`src/rtl/core/ecg_beat_rate_detector_core_macros.svh`:
```
// Assertion macros for the ECG beat/rate detector core.
// Expects clk and rst_n in the scope of every use; no other dependencies.
`ifndef ECG_BEAT_RATE_DETECTOR_CORE_MACROS_SVH
`define ECG_BEAT_RATE_DETECTOR_CORE_MACROS_SVH

`ifndef ASSERT_OFF
// same-cycle implication
`define EBRD_ASSERT(lbl, ante, cons, msg) \
    lbl: assert property (@(posedge clk) disable iff (!rst_n) (ante) |-> (cons)) \
        else $error(msg);
// next-cycle implication
`define EBRD_ASSERT_NXT(lbl, ante, cons, msg) \
    lbl: assert property (@(posedge clk) disable iff (!rst_n) (ante) |=> (cons)) \
        else $error(msg);
`else
`define EBRD_ASSERT(lbl, ante, cons, msg)
`define EBRD_ASSERT_NXT(lbl, ante, cons, msg)
`endif

`endif

```
`src/rtl/core/ebrd_pkg.sv`:
```
// Shared constants, register codes and unit control types for the beat/rate detector.
// No dependencies.
package ebrd_pkg;

    localparam int BASE_BITS     = 10;
    localparam int ALPHA_BITS    = 16;
    localparam int THR_BITS      = 32;
    localparam int LIMIT_BITS    = 16;
    localparam int GAIN_BITS     = 10;
    localparam int NUM_BITS      = 16;
    localparam int DERIV_BITS    = 32;
    localparam int RATE_BITS     = 16;
    localparam int CNT_BITS      = 16;
    localparam int MUL_B_BITS    = 16;
    localparam int MUL_LEN_BITS  = 5;
    localparam int CFG_IDX_BITS  = 3;
    localparam int CFG_DATA_BITS = 32;

    localparam logic [CNT_BITS-1:0] CNT_MAX = '1;

    localparam logic [BASE_BITS-1:0]  BASELINE_RST   = 10'd475;
    localparam logic [ALPHA_BITS-1:0] ALPHA_RST      = 16'd7313;
    localparam logic [THR_BITS-1:0]   THRESHOLD_RST  = 32'd800000;
    localparam logic [LIMIT_BITS-1:0] REFR_LIMIT_RST = 16'd100;
    localparam logic [GAIN_BITS-1:0]  GAIN_RST       = 10'd500;
    localparam logic [NUM_BITS-1:0]   RATE_NUM_RST   = 16'd30000;

    typedef enum logic [CFG_IDX_BITS-1:0] {
        CFG_BASELINE   = 3'd0,
        CFG_ALPHA      = 3'd1,
        CFG_THRESHOLD  = 3'd2,
        CFG_REFR_LIMIT = 3'd3,
        CFG_GAIN       = 3'd4,
        CFG_RATE_NUM   = 3'd5
    } cfg_idx_t;

    typedef struct packed {
        logic                    start;
        logic [MUL_LEN_BITS-1:0] len;
    } mul_ctl_t;

    typedef struct packed {
        logic busy;
        logic done;
    } unit_sts_t;

endpackage

```
`src/rtl/core/ebrd_mul.sv`:
```
// Serial shift-add multiplier: one multiplier bit per cycle, MSB first.
// Depends on ebrd_pkg (mul_ctl_t, unit_sts_t, MUL_B_BITS).
module ebrd_mul
    import ebrd_pkg::*;
#(
    parameter int A_BITS = 37
)
(
    input  logic                         clk,
    input  logic                         rst_n,
    input  mul_ctl_t                     ctl,
    input  logic [A_BITS-1:0]            a,
    input  logic [MUL_B_BITS-1:0]        b,   // operand left-aligned; len bits are used
    output logic [A_BITS+MUL_B_BITS-1:0] prod,
    output unit_sts_t                    sts
);

    localparam int P_BITS = A_BITS + MUL_B_BITS;

    logic [A_BITS-1:0]       a_reg;
    logic [MUL_B_BITS-1:0]   b_reg;
    logic [P_BITS-1:0]       acc_reg;
    logic [P_BITS-1:0]       acc_next;
    logic [MUL_LEN_BITS-1:0] cnt_reg;
    logic                    done_reg;

    assign acc_next = (acc_reg << 1) + (b_reg[MUL_B_BITS-1] ? P_BITS'(a_reg) : '0);

    always_ff @(posedge clk or negedge rst_n)
    begin
        if (!rst_n)
        begin
            cnt_reg  <= '0;
            done_reg <= 1'b0;
        end
        else
        begin
            done_reg <= 1'b0;
            if (ctl.start)
            begin
                cnt_reg <= ctl.len;
            end
            else if (cnt_reg != '0)
            begin
                cnt_reg  <= cnt_reg - MUL_LEN_BITS'(1);
                done_reg <= (cnt_reg == MUL_LEN_BITS'(1));
            end
        end
    end

    always_ff @(posedge clk)
    begin
        if (ctl.start)
        begin
            a_reg   <= a;
            b_reg   <= b;
            acc_reg <= '0;
        end
        else if (cnt_reg != '0)
        begin
            acc_reg <= acc_next;
            b_reg   <= b_reg << 1;
        end
    end

    assign prod     = acc_reg;
    assign sts.busy = (cnt_reg != '0);
    assign sts.done = done_reg;

endmodule

```
`src/rtl/core/ebrd_div.sv`:
```
// Restoring radix-2 divider, one quotient bit per cycle, for the heart-rate update.
// Depends on ebrd_pkg (unit_sts_t, NUM_BITS, CNT_BITS). Divisor must be nonzero.
module ebrd_div
    import ebrd_pkg::*;
(
    input  logic                clk,
    input  logic                rst_n,
    input  logic                start,
    input  logic [NUM_BITS-1:0] num,
    input  logic [CNT_BITS-1:0] den,
    output logic [NUM_BITS-1:0] quot,
    output unit_sts_t           sts
);

    localparam int DCNT_BITS = $clog2(NUM_BITS + 1);

    logic [NUM_BITS-1:0]  q_reg;
    logic [CNT_BITS-1:0]  rem_reg;
    logic [CNT_BITS-1:0]  den_reg;
    logic [DCNT_BITS-1:0] cnt_reg;
    logic                 done_reg;

    logic [CNT_BITS:0]    shifted;
    logic [CNT_BITS:0]    trial;
    logic                 fits;

    assign shifted = {rem_reg, q_reg[NUM_BITS-1]};
    assign trial   = shifted - {1'b0, den_reg};
    assign fits    = (shifted >= {1'b0, den_reg});

    always_ff @(posedge clk or negedge rst_n)
    begin
        if (!rst_n)
        begin
            cnt_reg  <= '0;
            done_reg <= 1'b0;
        end
        else
        begin
            done_reg <= 1'b0;
            if (start)
            begin
                cnt_reg <= DCNT_BITS'(NUM_BITS);
            end
            else if (cnt_reg != '0)
            begin
                cnt_reg  <= cnt_reg - DCNT_BITS'(1);
                done_reg <= (cnt_reg == DCNT_BITS'(1));
            end
        end
    end

    // dividend shifts out of q_reg as quotient bits shift in
    always_ff @(posedge clk)
    begin
        if (start)
        begin
            q_reg   <= num;
            rem_reg <= '0;
            den_reg <= den;
        end
        else if (cnt_reg != '0)
        begin
            rem_reg <= fits ? trial[CNT_BITS-1:0] : shifted[CNT_BITS-1:0];
            q_reg   <= {q_reg[NUM_BITS-2:0], fits};
        end
    end

    assign quot     = q_reg;
    assign sts.busy = (cnt_reg != '0);
    assign sts.done = done_reg;

endmodule

```
`src/rtl/core/ecg_beat_rate_detector_core.sv`:
```
// ECG beat/rate detector core: baseline removal, square, low-pass, derivative, beat, rate.
// Sequence per request: ST_IDLE takes the sample, then ST_SQ, ST_DIFF, ST_ALPHA, ST_DI,
// ST_GAIN, ST_CMP, ST_DIV on a beat only, and ST_OUT, paced by the shared serial
// multiplier (square, alpha, gain passes) and the serial divider.
// A new request is taken only in ST_IDLE, once the last result is loaded; a held output stalls it.
// rst_n is asynchronous: clears filter, counters and rate, loads register defaults.
module ecg_beat_rate_detector_core
    import ebrd_pkg::*;
#(
    parameter int SAMPLE_BITS = 10,
    parameter int FRAC_BITS   = 16
)
(
    input  logic                     clk,
    input  logic                     rst_n,
    input  logic                     cfg_wr_en,
    input  logic [CFG_IDX_BITS-1:0]  cfg_addr,
    input  logic [CFG_DATA_BITS-1:0] cfg_wdata,
    input  logic                     s_tvalid,
    output logic                     s_tready,
    input  logic [((SAMPLE_BITS+7)/8)*8-1:0] s_tdata,   // [adc_sample]
    output logic                     m_tvalid,
    input  logic                     m_tready,
    output logic [((DERIV_BITS+RATE_BITS+7)/8)*8-1:0] m_tdata, // [derivative, heart_rate]
    output logic [0:0]               m_tuser     // [beat]
);

`include "ecg_beat_rate_detector_core_macros.svh"

    localparam int MAG_BITS = (SAMPLE_BITS > BASE_BITS) ? SAMPLE_BITS : BASE_BITS;
    localparam int SQ_BITS  = 2 * MAG_BITS;
    localparam int INT_BITS = SQ_BITS + 1;
    localparam int F_BITS   = INT_BITS + FRAC_BITS;
    localparam int P_BITS   = F_BITS + MUL_B_BITS;
    localparam int OUT_W    = ((DERIV_BITS + RATE_BITS + 7) / 8) * 8;

    typedef enum logic [3:0] {
        ST_IDLE,
        ST_SQ,
        ST_DIFF,
        ST_ALPHA,
        ST_DI,
        ST_GAIN,
        ST_CMP,
        ST_DIV,
        ST_OUT
    } state_t;

    // configuration registers
    logic [BASE_BITS-1:0]  baseline_reg;
    logic [ALPHA_BITS-1:0] alpha_reg;
    logic [THR_BITS-1:0]   threshold_reg;
    logic [LIMIT_BITS-1:0] refr_limit_reg;
    logic [GAIN_BITS-1:0]  gain_reg;
    logic [NUM_BITS-1:0]   rate_num_reg;

    // block state
    state_t                state_reg;
    logic [F_BITS-1:0]     filt_reg;
    logic [CNT_BITS-1:0]   samp_cnt_reg;
    logic [CNT_BITS-1:0]   refr_cnt_reg;
    logic [RATE_BITS-1:0]  rate_reg;

    // per-sample working registers
    logic [F_BITS-1:0]     x_reg;
    logic                  sign_reg;
    logic [INT_BITS-1:0]   old_int_reg;
    logic [DERIV_BITS-1:0] deriv_reg;
    logic                  beat_reg;

    // output register
    logic                  m_valid_reg;
    logic [DERIV_BITS-1:0] m_deriv_reg;
    logic [RATE_BITS-1:0]  m_rate_reg;
    logic                  m_beat_reg;

    logic [MAG_BITS-1:0]   samp_ext;
    logic [MAG_BITS-1:0]   base_ext;
    logic [MAG_BITS-1:0]   mag;
    logic [F_BITS-1:0]     x_next;
    logic                  x_ge;
    logic [F_BITS-1:0]     diff_abs;
    logic [F_BITS-1:0]     step;
    logic [F_BITS-1:0]     filt_next;
    logic [INT_BITS-1:0]   new_int;
    logic [INT_BITS-1:0]   di;
    logic [DERIV_BITS-1:0] deriv_next;
    logic [CNT_BITS-1:0]   samp_cnt_next;
    logic [CNT_BITS-1:0]   refr_cnt_next;
    logic                  beat_hit;

    mul_ctl_t              mul_ctl;
    logic [F_BITS-1:0]     mul_a;
    logic [MUL_B_BITS-1:0] mul_b;
    logic [P_BITS-1:0]     mul_prod;
    unit_sts_t             mul_sts;

    logic                  div_start;
    logic [NUM_BITS-1:0]   div_quot;
    unit_sts_t             div_sts;

    always_ff @(posedge clk or negedge rst_n)
    begin
        if (!rst_n)
        begin
            baseline_reg   <= BASELINE_RST;
            alpha_reg      <= ALPHA_RST;
            threshold_reg  <= THRESHOLD_RST;
            refr_limit_reg <= REFR_LIMIT_RST;
            gain_reg       <= GAIN_RST;
            rate_num_reg   <= RATE_NUM_RST;
        end
        else if (cfg_wr_en)
        begin
            unique case (cfg_addr)
                CFG_BASELINE:   baseline_reg   <= cfg_wdata[BASE_BITS-1:0];
                CFG_ALPHA:      alpha_reg      <= cfg_wdata[ALPHA_BITS-1:0];
                CFG_THRESHOLD:  threshold_reg  <= cfg_wdata[THR_BITS-1:0];
                CFG_REFR_LIMIT: refr_limit_reg <= cfg_wdata[LIMIT_BITS-1:0];
                CFG_GAIN:       gain_reg       <= cfg_wdata[GAIN_BITS-1:0];
                CFG_RATE_NUM:   rate_num_reg   <= cfg_wdata[NUM_BITS-1:0];
                default: ;
            endcase
        end
    end

    assign samp_ext = MAG_BITS'(s_tdata[SAMPLE_BITS-1:0]);
    assign base_ext = MAG_BITS'(baseline_reg);
    assign mag      = (samp_ext >= base_ext) ? samp_ext - base_ext : base_ext - samp_ext;

    assign x_next   = F_BITS'(mul_prod[SQ_BITS-1:0]) << FRAC_BITS;
    assign x_ge     = (x_reg >= filt_reg);
    assign diff_abs = x_ge ? x_reg - filt_reg : filt_reg - x_reg;

    // alpha is Q0.16: keep the product's upper bits
    assign step      = mul_prod[ALPHA_BITS +: F_BITS];
    assign filt_next = sign_reg ? filt_reg - step : filt_reg + step;

    assign new_int = filt_reg[F_BITS-1:FRAC_BITS];
    assign di      = (new_int >= old_int_reg) ? new_int - old_int_reg : old_int_reg - new_int;

    assign deriv_next = (|mul_prod[P_BITS-1:DERIV_BITS]) ? '1 : mul_prod[DERIV_BITS-1:0];

    assign samp_cnt_next = (samp_cnt_reg == CNT_MAX) ? CNT_MAX : samp_cnt_reg + CNT_BITS'(1);
    assign refr_cnt_next = (refr_cnt_reg == CNT_MAX) ? CNT_MAX : refr_cnt_reg + CNT_BITS'(1);

    assign beat_hit  = (refr_cnt_reg >= refr_limit_reg) && (deriv_reg > threshold_reg);
    assign div_start = (state_reg == ST_CMP) && beat_hit;

    // multiplier request per pass: square, alpha scale, gain scale
    always_comb
    begin
        mul_ctl = '0;
        mul_a   = '0;
        mul_b   = '0;
        unique case (state_reg)
            ST_IDLE:
            begin
                mul_ctl.start = s_tvalid;
                mul_ctl.len   = MUL_LEN_BITS'(MAG_BITS);
                mul_a         = F_BITS'(mag);
                mul_b         = MUL_B_BITS'(mag) << (MUL_B_BITS - MAG_BITS);
            end
            ST_DIFF:
            begin
                mul_ctl.start = 1'b1;
                mul_ctl.len   = MUL_LEN_BITS'(ALPHA_BITS);
                mul_a         = diff_abs;
                mul_b         = MUL_B_BITS'(alpha_reg) << (MUL_B_BITS - ALPHA_BITS);
            end
            ST_DI:
            begin
                mul_ctl.start = 1'b1;
                mul_ctl.len   = MUL_LEN_BITS'(GAIN_BITS);
                mul_a         = F_BITS'(di);
                mul_b         = MUL_B_BITS'(gain_reg) << (MUL_B_BITS - GAIN_BITS);
            end
            default: ;
        endcase
    end

    ebrd_mul #(
        .A_BITS (F_BITS)
    ) u_mul (
        .clk   (clk),
        .rst_n (rst_n),
        .ctl   (mul_ctl),
        .a     (mul_a),
        .b     (mul_b),
        .prod  (mul_prod),
        .sts   (mul_sts)
    );

    ebrd_div u_div (
        .clk   (clk),
        .rst_n (rst_n),
        .start (div_start),
        .num   (rate_num_reg),
        .den   (samp_cnt_reg),
        .quot  (div_quot),
        .sts   (div_sts)
    );

    always_ff @(posedge clk or negedge rst_n)
    begin
        if (!rst_n)
        begin
            state_reg    <= ST_IDLE;
            filt_reg     <= '0;
            samp_cnt_reg <= '0;
            refr_cnt_reg <= '0;
            rate_reg     <= '0;
            x_reg        <= '0;
            sign_reg     <= 1'b0;
            old_int_reg  <= '0;
            deriv_reg    <= '0;
            beat_reg     <= 1'b0;
            m_valid_reg  <= 1'b0;
            m_deriv_reg  <= '0;
            m_rate_reg   <= '0;
            m_beat_reg   <= 1'b0;
        end
        else
        begin
            // ST_OUT loads the output register itself
            if (m_tready && state_reg != ST_OUT)
            begin
                m_valid_reg <= 1'b0;
            end
            unique case (state_reg)
                ST_IDLE:
                begin
                    if (s_tvalid)
                    begin
                        beat_reg  <= 1'b0;
                        state_reg <= ST_SQ;
                    end
                end
                ST_SQ:
                begin
                    if (mul_sts.done)
                    begin
                        x_reg     <= x_next;
                        state_reg <= ST_DIFF;
                    end
                end
                ST_DIFF:
                begin
                    sign_reg  <= !x_ge;
                    state_reg <= ST_ALPHA;
                end
                ST_ALPHA:
                begin
                    if (mul_sts.done)
                    begin
                        old_int_reg <= filt_reg[F_BITS-1:FRAC_BITS];
                        filt_reg    <= filt_next;
                        state_reg   <= ST_DI;
                    end
                end
                ST_DI:
                begin
                    samp_cnt_reg <= samp_cnt_next;
                    refr_cnt_reg <= refr_cnt_next;
                    state_reg    <= ST_GAIN;
                end
                ST_GAIN:
                begin
                    if (mul_sts.done)
                    begin
                        deriv_reg <= deriv_next;
                        state_reg <= ST_CMP;
                    end
                end
                ST_CMP:
                begin
                    state_reg <= beat_hit ? ST_DIV : ST_OUT;
                end
                ST_DIV:
                begin
                    if (div_sts.done)
                    begin
                        rate_reg     <= div_quot;
                        samp_cnt_reg <= '0;
                        refr_cnt_reg <= '0;
                        beat_reg     <= 1'b1;
                        state_reg    <= ST_OUT;
                    end
                end
                ST_OUT:
                begin
                    if (!m_valid_reg || m_tready)
                    begin
                        m_valid_reg <= 1'b1;
                        m_deriv_reg <= deriv_reg;
                        m_rate_reg  <= rate_reg;
                        m_beat_reg  <= beat_reg;
                        state_reg   <= ST_IDLE;
                    end
                end
                default:
                begin
                    state_reg <= ST_IDLE;
                end
            endcase
        end
    end

    assign s_tready = (state_reg == ST_IDLE);
    assign m_tvalid = m_valid_reg;
    assign m_tdata  = OUT_W'({m_rate_reg, m_deriv_reg});
    assign m_tuser  = m_beat_reg;

    `EBRD_ASSERT(a_ready_units_idle, s_tready, !mul_sts.busy && !div_sts.busy, "unit busy while ready")
    `EBRD_ASSERT(a_mul_done_in_wait, mul_sts.done, state_reg == ST_SQ || state_reg == ST_ALPHA || state_reg == ST_GAIN, "multiplier done outside a wait state")
    `EBRD_ASSERT(a_div_only_on_beat, div_sts.busy, state_reg == ST_DIV, "divider running outside beat path")
    `EBRD_ASSERT_NXT(a_beat_clears, state_reg == ST_DIV && div_sts.done, samp_cnt_reg == '0 && refr_cnt_reg == '0 && beat_reg, "beat did not clear counters")

endmodule
```
`config.mk`:
```
export PLATFORM = sky130hd
export DESIGN_NAME = ecg_beat_rate_detector_core
export DESIGN_NICKNAME = d
export VERILOG_FILES = /design/src/rtl/core/ebrd_pkg.sv /design/src/rtl/core/ebrd_mul.sv /design/src/rtl/core/ebrd_div.sv /design/src/rtl/core/ecg_beat_rate_detector_core.sv
export VERILOG_INCLUDE_DIRS = /design/src /design/src/rtl/core
export SDC_FILE = /design/constraint.sdc
export NUM_CORES = 1
export LEC_CHECK = 0
export BUFFER_PORTS_ARGS = -buffer_cell sky130_fd_sc_hd__clkbuf_2
export CAP_MARGIN = 40
export CELL_PAD_IN_SITES_DETAIL_PLACEMENT = 1
export CELL_PAD_IN_SITES_GLOBAL_PLACEMENT = 2
export CORE_UTILIZATION = 43
export CTS_CLUSTER_SIZE = 28
export DETAILED_ROUTE_END_ITERATION = 10
export PLACE_DENSITY_LB_ADDON = 0.1
export SYNTH_ARGS = -nofsm -noshare
export SYNTH_HDL_FRONTEND = slang
export SYNTH_SLANG_ARGS = --single-unit
```
`constraint.sdc`:
```
create_clock -name clk -period 9.1 [get_ports clk]
set_input_delay 0.91 -clock clk [delete_from_list [all_inputs] [get_ports clk]]
set_output_delay 0.91 -clock clk [all_outputs]
set_load 0.005 [all_outputs]
```
==> out/metrics.cfg <==
[global_route]
grt-ovfl-total = 0
antenna_found_initial = 5
grt_max_degree = 156
use_met1_pct = 36.41
met2_usage_pct = 44.13
busiest_layer = met2
grt_first_pass_wirelength_um = 152300
first_global_vias = 26470
met3_usage_pct = 4.110
globalRouteTotalUtil_pct = 27.18

[place]
detailed_place_hpwl_um = 74040
gp_congestion = 0.9085
portBuffers = 100
post-place-ws_ns = 3.920

[sta]
hold_viol = 0
max_clock_freq_mhz = 193.7
slew_headroom_pct = 35.22
period_share_pct = 56.73
drv_slew = 0
worstMarginPinSlew_ns = 0.9718
fin_worst_skew_ns = 0.05314
setup_tns_ns = 0
period_needed_ns = 5.162
setup_violations = 0
grt_setup_unrepaired = false
setup_ws_ns = 3.938
holdWs_ns = 0.3101

[clock_tree]
insertion_delay_ns = 0.64
tritoncts = yes
postCtsSetupBuffers = 0
htreeDepth = 2
cts_buffers = 56
cts_hold_buf = 0
root_buffer = clkbuf_16
cts_resized = 0
clk_pin_slew_ns = 0.06
clk_path_buf_depth = 3
cts_sinks = 480

[synthesis]
synth_flop_cell = dfrtp_1
yosys.area.top_type = dfrtp_1
avgSynthCellArea_sq_um = 9.089
ys_ff_latch = 480
ys_types = 90
syn_area_sq_um = 30670
synthTopCellsByArea = dfrtp_1 24%, ha_1 10%, edfxtp_1 8.3%
synth-edff-count = 85
synth_top_area_share_pct = 23.75
syn_inst = 3374
syn_nets = 3683
synth_warnings = 0
async_flop_share_pct = 67.92
synth-seq-area-share_pct = 39.57

[critical_path]
r2r_end = filt_reg[36]
timing.rr.start = u_mul.prod[18]
end_kind = register
cp.required_ns = 9.63
crit_fanout = 8
crit_path_start_kind = register
crit_type = reg -> reg
r2r_cells = 19
cp.arrival_ns = 5.69
r2r_slack_ns = 3.94

[die]
die_area_sq_um = 72390
start_util_pct = 43.64
fp.dieH_um = 269.1
rows = 97
chipWidth_um = 269.1
io_pins = 107
core_sq_um = 70270

[pwr]
peakVddDrop_mv = 0.2294
clkPwrFrac_pct = 17.5
leakagePower_uw = 0.01485
powerDensity_nw_per_um2 = 393.2
intPower_uw = 7180
seqPwrFrac_pct = 26.7
combinationalPowerShare_pct = 55.8
swShare_pct = 46.46
p_switching_uw = 6232

[detailed_routing]
drt_wl_total_um = 97680
wl_per_cell_um = 22.23
via_per_inst = 5.778
dr.pass1.iters = 5
drt_iter0_drc = 1600
drtAntennaViolNets = 0
remaining_drc_errors = 0
routed-via-count = 25390

[finish]
largest_register_ffs = 53
syn_to_final_growth_pct = 11.22
n_antenna_cell = 0
layout_commonest_cell = nand2_1
drive_above_1_share_pct = 12.71
fillers = 8032
final_cell_mix = 424 x nand2_1, 291 x dfrtp_1, 260 x a21oi_1
final_nets = 3716

[status]
status = completed

[run]
drv_cap = 0

[worst_hold_path]
hp-class = in -> async

==> worst max-delay path: stages, from the launching register on <==
cell	delay [ns]
dfxtp_1	0.41
nor3_1	0.34
nand3_1	0.17
nor3b_1	0.31
and2_1	0.33
a21oi_1	0.16
nor2_1	0.33
o21ai_0	0.18
xnor2_1	0.24
ha_1	0.36
a21oi_1	0.23
o21ai_0	0.17
a21o_1	0.24
a21o_1	0.18
a21oi_1	0.26
o211ai_1	0.14
o21a_1	0.13
a41oi_1	0.27
mux4_2	0.54
nand2_1	0.07
==> power groups by stage <==
| stage | combinational [uW] | clock [uW] | sequential, uW |
|---|---|---|---|
| after floorplan | 5560 | 0 | 3220 |
| after global placement | 7100 | 0 | 3600 |
| after detailed placement | 7400 | 0 | 3610 |
| after CTS | 7450 | 2410 | 3580 |
| after global routing | 8290 | 2490 | 3660 |
| final | 7490 | 2350 | 3580 |
==> how the worst max path moves through the flow <==
stage                        end      startpoint  slack (ns)
floorplan           filt_reg[36]  u_mul.prod[18]        5.00
global placement    filt_reg[36]  u_mul.prod[16]        4.12
finish              filt_reg[36]  u_mul.prod[18]        3.94
detailed placement  filt_reg[36]  u_mul.prod[16]        3.92
CTS                 filt_reg[36]  u_mul.prod[16]        3.83
global route        filt_reg[36]  u_mul.prod[18]        3.53
==> cell families (layout without fill, tap and decap cells) <==
logic type	Yosys count	count (layout)	synth area share, %
simple gates	1015	1015	15.37
compound gates	905	905	18.56
flops	480	480	39.57
buf+inv	371	451	4.725
fa+ha+maj	253	253	10.52
xor+xnor	184	184	5.255
mux	166	166	5.998
==> cell type report <==
class / instances / area [sq um] / share of cell area (%)
Multi-Input combinational cell: 2523 / 17140 / 50.27
Sequential cell: 480 / 12140 / 35.58
Clock buffer: 78 / 1649 / 4.835
Tap cell: 940 / 1176 / 3.448
Timing Repair Buffer: 143 / 947.2 / 2.777
Inverter: 203 / 762.0 / 2.234
Clock inverter: 27 / 292.8 / 0.8584
==> cells in the mapped netlist, types with 24 or more instances <==
library cell and number:
a21o_1 91, clkbuf_1 136, o21bai_1 25, nand4_1 35, nor3_1 58, xor2_1 75
nand2_1 426, mux2_2 130, nor2_1 200, a211oi_1 43, nor2b_1 24, nand3_1 88
xnor2_1 109, mux2i_1 33, dfrtp_1 291, edfxtp_1 85, ha_1 245, a31oi_1 32
dfstp_2 35, o22a_1 33, inv_1 202, dfxtp_1 69, and2_1 48, o21ai_0 229
a21oi_1 260
==> through the flow <==
stage	instance area (sq um)	cells	utilization (%)	total power (uW)
finish	34110	4394	48.54	13410
detailed placement	32160	4288	45.77	11010
floorplan	30670	3374	-	8787
global route	34110	4394	48.54	14430
global placement	31970	4277	45.50	10700
CTS	34100	4393	48.53	13440
==> routing by layer <==
metal	vias to the layer above	share of wire, %	wire length [um]
li1	12060	-	-
met1	12710	45	44430
met2	463	46	45100
met3	156	4.6	4516
met4	2	3.7	3626
met5	-	0.012	12
(Power assumes the default switching activity.)
